### src/rtl/brc_pkg.sv
`default_nettype none

package brc_pkg;

	localparam int unsigned TERM_W = 16;
	localparam int unsigned BYTE_W = 8;
	localparam int unsigned PROD_W = 25;

	localparam logic [TERM_W-1:0] MODULUS      = 16'd65535;
	localparam logic [BYTE_W-1:0] FIRST_OFFSET = 8'd7;
	localparam logic [BYTE_W-1:0] ALPHA_MULT   = 8'd17;
	localparam logic [BYTE_W-1:0] BETA_MULT    = 8'd31;

	// 256*65535 + 1: lifts a negative difference into range; the +1 is the
	// residue of the 64-bit wrap (2^64 mod 65535 = 1)
	localparam logic [PROD_W-1:0] NEG_BIAS = 25'd16776961;

	localparam logic [TERM_W-1:0] PREV_INIT = 16'd1;

	typedef struct packed {
		logic [TERM_W-1:0] prev_term;
		logic [TERM_W-1:0] cur_term;
		logic [BYTE_W-1:0] pos;
		logic              awaiting_first;
	} brc_state_t;

endpackage

`default_nettype wire

### src/rtl/brc_term.sv
`default_nettype none

module brc_term (
	input  wire logic [brc_pkg::BYTE_W-1:0] data_byte,
	input  wire brc_pkg::brc_state_t        state,
	output logic      [brc_pkg::TERM_W-1:0] next_term
);

	logic [brc_pkg::BYTE_W-1:0] alpha;
	logic [brc_pkg::BYTE_W-1:0] beta;
	logic [brc_pkg::BYTE_W:0]   coef;
	logic [brc_pkg::PROD_W-1:0] t_prod;
	logic [brc_pkg::PROD_W-2:0] u_prod;
	logic                       neg;
	logic [brc_pkg::PROD_W-1:0] diff;
	logic [brc_pkg::TERM_W:0]   fold;

	// products truncated to 8 bits give the mod 256
	assign alpha = state.pos * brc_pkg::ALPHA_MULT;
	assign beta  = state.pos * brc_pkg::BETA_MULT;
	assign coef  = {1'b0, data_byte} + {1'b0, alpha};

	assign t_prod = brc_pkg::PROD_W'(coef) * brc_pkg::PROD_W'(state.cur_term);
	assign u_prod = (brc_pkg::PROD_W-1)'(beta) * (brc_pkg::PROD_W-1)'(state.prev_term);

	assign neg  = t_prod < {1'b0, u_prod};
	assign diff = t_prod - {1'b0, u_prod} + (neg ? brc_pkg::NEG_BIAS : '0);

	// 2^16 = 1 mod 65535: fold high part onto low, then one correction
	assign fold = (brc_pkg::TERM_W+1)'(diff[brc_pkg::PROD_W-1:brc_pkg::TERM_W])
		+ (brc_pkg::TERM_W+1)'(diff[brc_pkg::TERM_W-1:0]);

	always_comb begin
		if (fold >= {1'b0, brc_pkg::MODULUS}) begin
			next_term = brc_pkg::TERM_W'(fold - {1'b0, brc_pkg::MODULUS});
		end else begin
			next_term = fold[brc_pkg::TERM_W-1:0];
		end
	end

endmodule

`default_nettype wire

### src/rtl/byte_recurrence_checksum.sv
`default_nettype none

// channel  | handshake            | payload
// ---------+----------------------+----------------------------
// in       | in_valid / in_stall  | data_byte[7:0], last
// out      | out_valid / out_stall| checksum[15:0]
//
// One byte per cycle while in_stall is low. A transfer lands in the input
// register; from there it updates the term state through two small multipliers
// and a fold mod 65535, and a last byte loads the result register and sets
// out_valid. Reset clears the state to awaiting a first byte.
// in_stall rises only when a last byte waits on a full, stalled result register.

module byte_recurrence_checksum (
	input  wire logic        clk,
	input  wire logic        arst_n,
	input  wire logic        in_valid,
	output logic             in_stall,
	input  wire logic [7:0]  data_byte,
	input  wire logic        last,
	output logic             out_valid,
	input  wire logic        out_stall,
	output logic      [15:0] checksum
);

	logic [brc_pkg::BYTE_W-1:0] data_s1;
	logic                       last_s1;
	logic                       valid_s1;
	brc_pkg::brc_state_t        state_q;
	brc_pkg::brc_state_t        state_nx;
	logic [brc_pkg::TERM_W-1:0] term_nx;
	logic [brc_pkg::TERM_W-1:0] cur_nx;
	logic [brc_pkg::TERM_W-1:0] checksum_q;
	logic                       out_valid_q;
	logic                       out_free;
	logic                       advance;
	logic                       in_xfer;

	brc_term u_term (
		.data_byte (data_s1),
		.state     (state_q),
		.next_term (term_nx)
	);

	assign out_free = !out_valid_q || !out_stall;
	assign advance  = valid_s1 && (!last_s1 || out_free);
	assign in_stall = valid_s1 && !advance;
	assign in_xfer  = in_valid && !in_stall;

	assign cur_nx = state_q.awaiting_first
		? brc_pkg::TERM_W'(data_s1) + brc_pkg::TERM_W'(brc_pkg::FIRST_OFFSET)
		: term_nx;

	always_comb begin
		state_nx = state_q;
		if (last_s1) begin
			state_nx.prev_term      = brc_pkg::PREV_INIT;
			state_nx.cur_term       = '0;
			state_nx.pos            = '0;
			state_nx.awaiting_first = 1'b1;
		end else if (state_q.awaiting_first) begin
			state_nx.prev_term      = brc_pkg::PREV_INIT;
			state_nx.cur_term       = cur_nx;
			state_nx.pos            = brc_pkg::BYTE_W'(1);
			state_nx.awaiting_first = 1'b0;
		end else begin
			state_nx.prev_term = state_q.cur_term;
			state_nx.cur_term  = cur_nx;
			state_nx.pos       = state_q.pos + brc_pkg::BYTE_W'(1);
		end
	end

	always_ff @(posedge clk or negedge arst_n) begin
		if (!arst_n) begin
			valid_s1                <= 1'b0;
			out_valid_q             <= 1'b0;
			state_q.prev_term       <= brc_pkg::PREV_INIT;
			state_q.cur_term        <= '0;
			state_q.pos             <= '0;
			state_q.awaiting_first  <= 1'b1;
		end else begin
			if (in_xfer) begin
				valid_s1 <= 1'b1;
			end else if (advance) begin
				valid_s1 <= 1'b0;
			end
			if (advance) begin
				state_q <= state_nx;
			end
			if (advance && last_s1) begin
				out_valid_q <= 1'b1;
			end else if (!out_stall) begin
				out_valid_q <= 1'b0;
			end
		end
	end

	always_ff @(posedge clk) begin
		if (in_xfer) begin
			data_s1 <= data_byte;
			last_s1 <= last;
		end
		if (advance && last_s1) begin
			checksum_q <= cur_nx;
		end
	end

	assign out_valid = out_valid_q;
	assign checksum  = checksum_q;

endmodule

`default_nettype wire
### config.mk
export PLATFORM = sky130hd
export DESIGN_NAME = byte_recurrence_checksum
export DESIGN_NICKNAME = d
export VERILOG_FILES = /design/src/rtl/brc_pkg.sv /design/src/rtl/brc_term.sv /design/src/rtl/byte_recurrence_checksum.sv
export SDC_FILE = /design/constraint.sdc
export NUM_CORES = 1
export LEC_CHECK = 0
export ABC_AREA = 1
export BUFFER_PORTS_ARGS = -buffer_cell sky130_fd_sc_hd__buf_2
export CAP_MARGIN = 20
export CORE_MARGIN = 4
export CORE_UTILIZATION = 60
export CTS_BUF_LIST = sky130_fd_sc_hd__clkbuf_4 sky130_fd_sc_hd__clkbuf_8
export CTS_CLUSTER_DIAMETER = 150
export DETAILED_ROUTE_END_ITERATION = 16
export GPL_TIMING_DRIVEN = 0
export PLACE_DENSITY_LB_ADDON = 0.15
export SYNTH_ARGS = -nofsm -noshare
export SYNTH_HDL_FRONTEND = slang
export SYNTH_SLANG_ARGS = --single-unit
### constraint.sdc
create_clock -name clk -period 14.2 [get_ports clk]
set_clock_uncertainty 0.1 [all_clocks]
set_input_delay 2.84 -clock clk [delete_from_list [all_inputs] [get_ports clk]]
set_output_delay 2.84 -clock clk [all_outputs]
set_load 0.01 [all_outputs]
==> metrics.txt <==
crit path launch state_q[2]; setup repair after global routing missed its margin true; Die W 167 µm; proportion of register bits with asynchronous set or reset after synthesis 63.2%; Setup violations, final 0; worst rel slew slack 39.8%; number of placed I/O pins 31; top cells by area in the synthesized netlist fa_1, ha_1, inv_1, nand2_1, dfrtp_1; root buffer cell clkbuf_8; num rows 58; Final nets 2468; later-pin clock latency in the skew report 0.37 ns; required time of the critical path 14.21 ns; CTS tree built; Period Utilization, post-route 96.1%; overall track demand over capacity in global routing 28.7%; residual antenna-violating net count after detailed routing 0; status complete, no violations; number of global-route vias before repair 13000; Avg Inst Size Synth 7.63 µm²; number of hold-repair buffers added at the cts stage 0; die area 0.0280 mm²; #FFs+latches synth 68; fraction of layout instances using a drive strength above 1 11.4%; area delta synth->final 10.2%; global-route wire length before repair 64.6 mm; Max stage delay cell, worst path fa_1; total standard cell area after synthesis 0.0152 mm²; clock slew at the register clock pins of the worst setup and hold paths 0.08 ns; Max Transition Viols Final 0; r2r worst-path depth 79; die extent in y 167 µm; Worst Setup EP checksum[5]; HPWL reported at the end of detailed placement 32.8 mm; post-synthesis net count 2393; # port buffers 30; Diodes inserted 0; f_max 0.0733 GHz; 1st-iter DRT viols 867; maximum level of the CTS H-tree 3; reg2reg end checksum[5]; count of distinct cell types in the synthesized netlist 53; Via Count 13100; Tightest Hold Check Type flip-flop to flip-flop; starting utilization of the core area 60.8%; final RePlAce weighted congestion 0.994; remaining global-route overflow 0; Placement Setup Slack -0.995 ns; Worst EP arrival 13.66 ns; crit start category flip-flop; cell occurring most often along the worst timing path nand2_1; fraction of synthesized cell area taken by the top area cell type 26.8%; list of most frequent post-synthesis cells inv_1, nand2_1, fa_1; most frequent cell after synthesis inv_1; number of enable flip-flop cells after synthesis 25; post-DR vias/cell 5.44; Max Cap Violations 0; Fill cells 2146; highest fanout seen on the critical path 13; Core Region 0.0250 mm²; transition time at the pin with the least slew margin 0.900 ns; number of antenna violations at the first check in global routing 1; maximum number of pins on one net before global-route repair 44; prevailing post-synth register cell dfrtp_1; total iterations of the first detailed-routing run 6; clock period minus final worst setup slack 13.65 ns; Critical Setup Path Class flip-flop to flip-flop; cell type with the highest aggregate area in the netlist fa_1; fin worst setup slack 0.554 ns; share of synthesized area occupied by flip-flops and latches 12.0%; r2r setup slk 0.55 ns; type of element capturing the critical path flip-flop; total wire length after detailed routing 39.7 mm; Fin. Hold Viols 0; Yosys Warn Count 0; stage delay of the slowest cell on the critical path 0.58 ns; r2r startpoint state_q[2]; Post-Synthesis Cells 1993; post-route DRC violation count 0; post-DR wirelength/cell 16.5 µm; clock buffer depth 2; number of buffers created by CTS 9; number of sinks handled by clock tree synthesis 68
## per-layer routing
layer / wire (µm) / global-route usage (%)
met1: 17000 / 39.0
met2: 18300 / 46.0
met3: 3060 / 6.47
met4: 1390 / 9.24
met5: 7 / 0
## logic make-up after synthesis
family,count (synthesis),share of synthesized area [%]
and+or+nand+nor,757,21.3
buffers and inverters,499,12.4
adders and majority gates,387,41.9
AOI/OAI and AO/OA,199,7.42
xor gates and xnor gates,83,4.88
DFF,68,12.0
## layout by cell type (no fill, tap or decap), drive strengths merged, types with 3 or more instances in the layout
cell	instances
a211oi	5
a21o	14
a21oi	91
a31oi	6
and2	4
buf	82
bufinv	3
clkbuf	40
clkinv	5
dfrtp	41
edfxtp	25
fa	204
ha	183
inv	448
nand2	454
nand3	77
nand3b	4
nand4	16
nor2	175
nor3	12
nor4	3
o211ai	3
o21ai	62
o21bai	7
o31ai	3
or2	11
xnor2	26
xor2	57
## how the worst min path moves through the flow
stage / startpoint / end / slack, ns / cells after the start
floorplan: out_valid / out_valid / 0.43 / 2
global placement: out_valid / out_valid / 0.38 / 2
detailed placement: out_valid / out_valid / 0.39 / 2
CTS: out_valid / out_valid / 0.41 / 2
global route: out_valid / out_valid / 0.46 / 2
finish: out_valid / out_valid / 0.41 / 2
## sequential cells by signal, indices dropped and copies added, names as in the netlist
signal and flops:
valid_s1 1, data_s1 8, state_q 41, checksum 16, last_s1 1, out_valid 1
## per-stage QoR
step / cell area [µm²] / utilization [%] / hold slack [ns] / setup TNS [ns] / std cells
final: 16800 / 66.9 / 0.409 / 0 / 2403
after global routing: 16800 / 66.9 / 0.461 / -1.54 / 2403
after CTS: 16100 / 64.5 / 0.413 / 0 / 2371
after detailed placement: 15800 / 63.0 / 0.386 / -25.07 / 2353
after global placement: 15800 / 63.0 / 0.380 / -19.99 / 2353
after floorplan: 15200 / - / 0.430 / 0 / 1993
## repair_timing
item | CTS | global route
endpoints found under the setup margin | 32 | 32
pin swaps | 1 | 47
gates resized for setup | 30 | 74
cloned | 0 | 1
endpoints found under the hold margin | 0 | 0
buffers inserted | 2 | 31
## worst max-delay path, delay by kind of cell (launching register included)
kind / cells / cell delay (ns)
fa+ha+maj: 15 / 6.18
simple gates: 40 / 4.26
flops: 1 / 0.45
compound gates: 8 / 0.94
xor+xnor: 2 / 0.29
buf+inv: 14 / 1.14
## area by class of cell
cell class	instances	area (µm²)	area share [%]
Buffer	48	236	1.41
Tap cell	330	413	2.46
Inverter	450	1690	10.1
Clock inverter	7	124	0.739
Sequential cell	68	1830	10.9
Timing Repair Buffer	65	443	2.64
Clock buffer	9	124	0.739
Multi-Input combinational cell	1426	11900	71.0
Power is left out: the tool's default activity adds up to more than one toggle a clock period on the data nets, which glitch-free logic cannot reach.
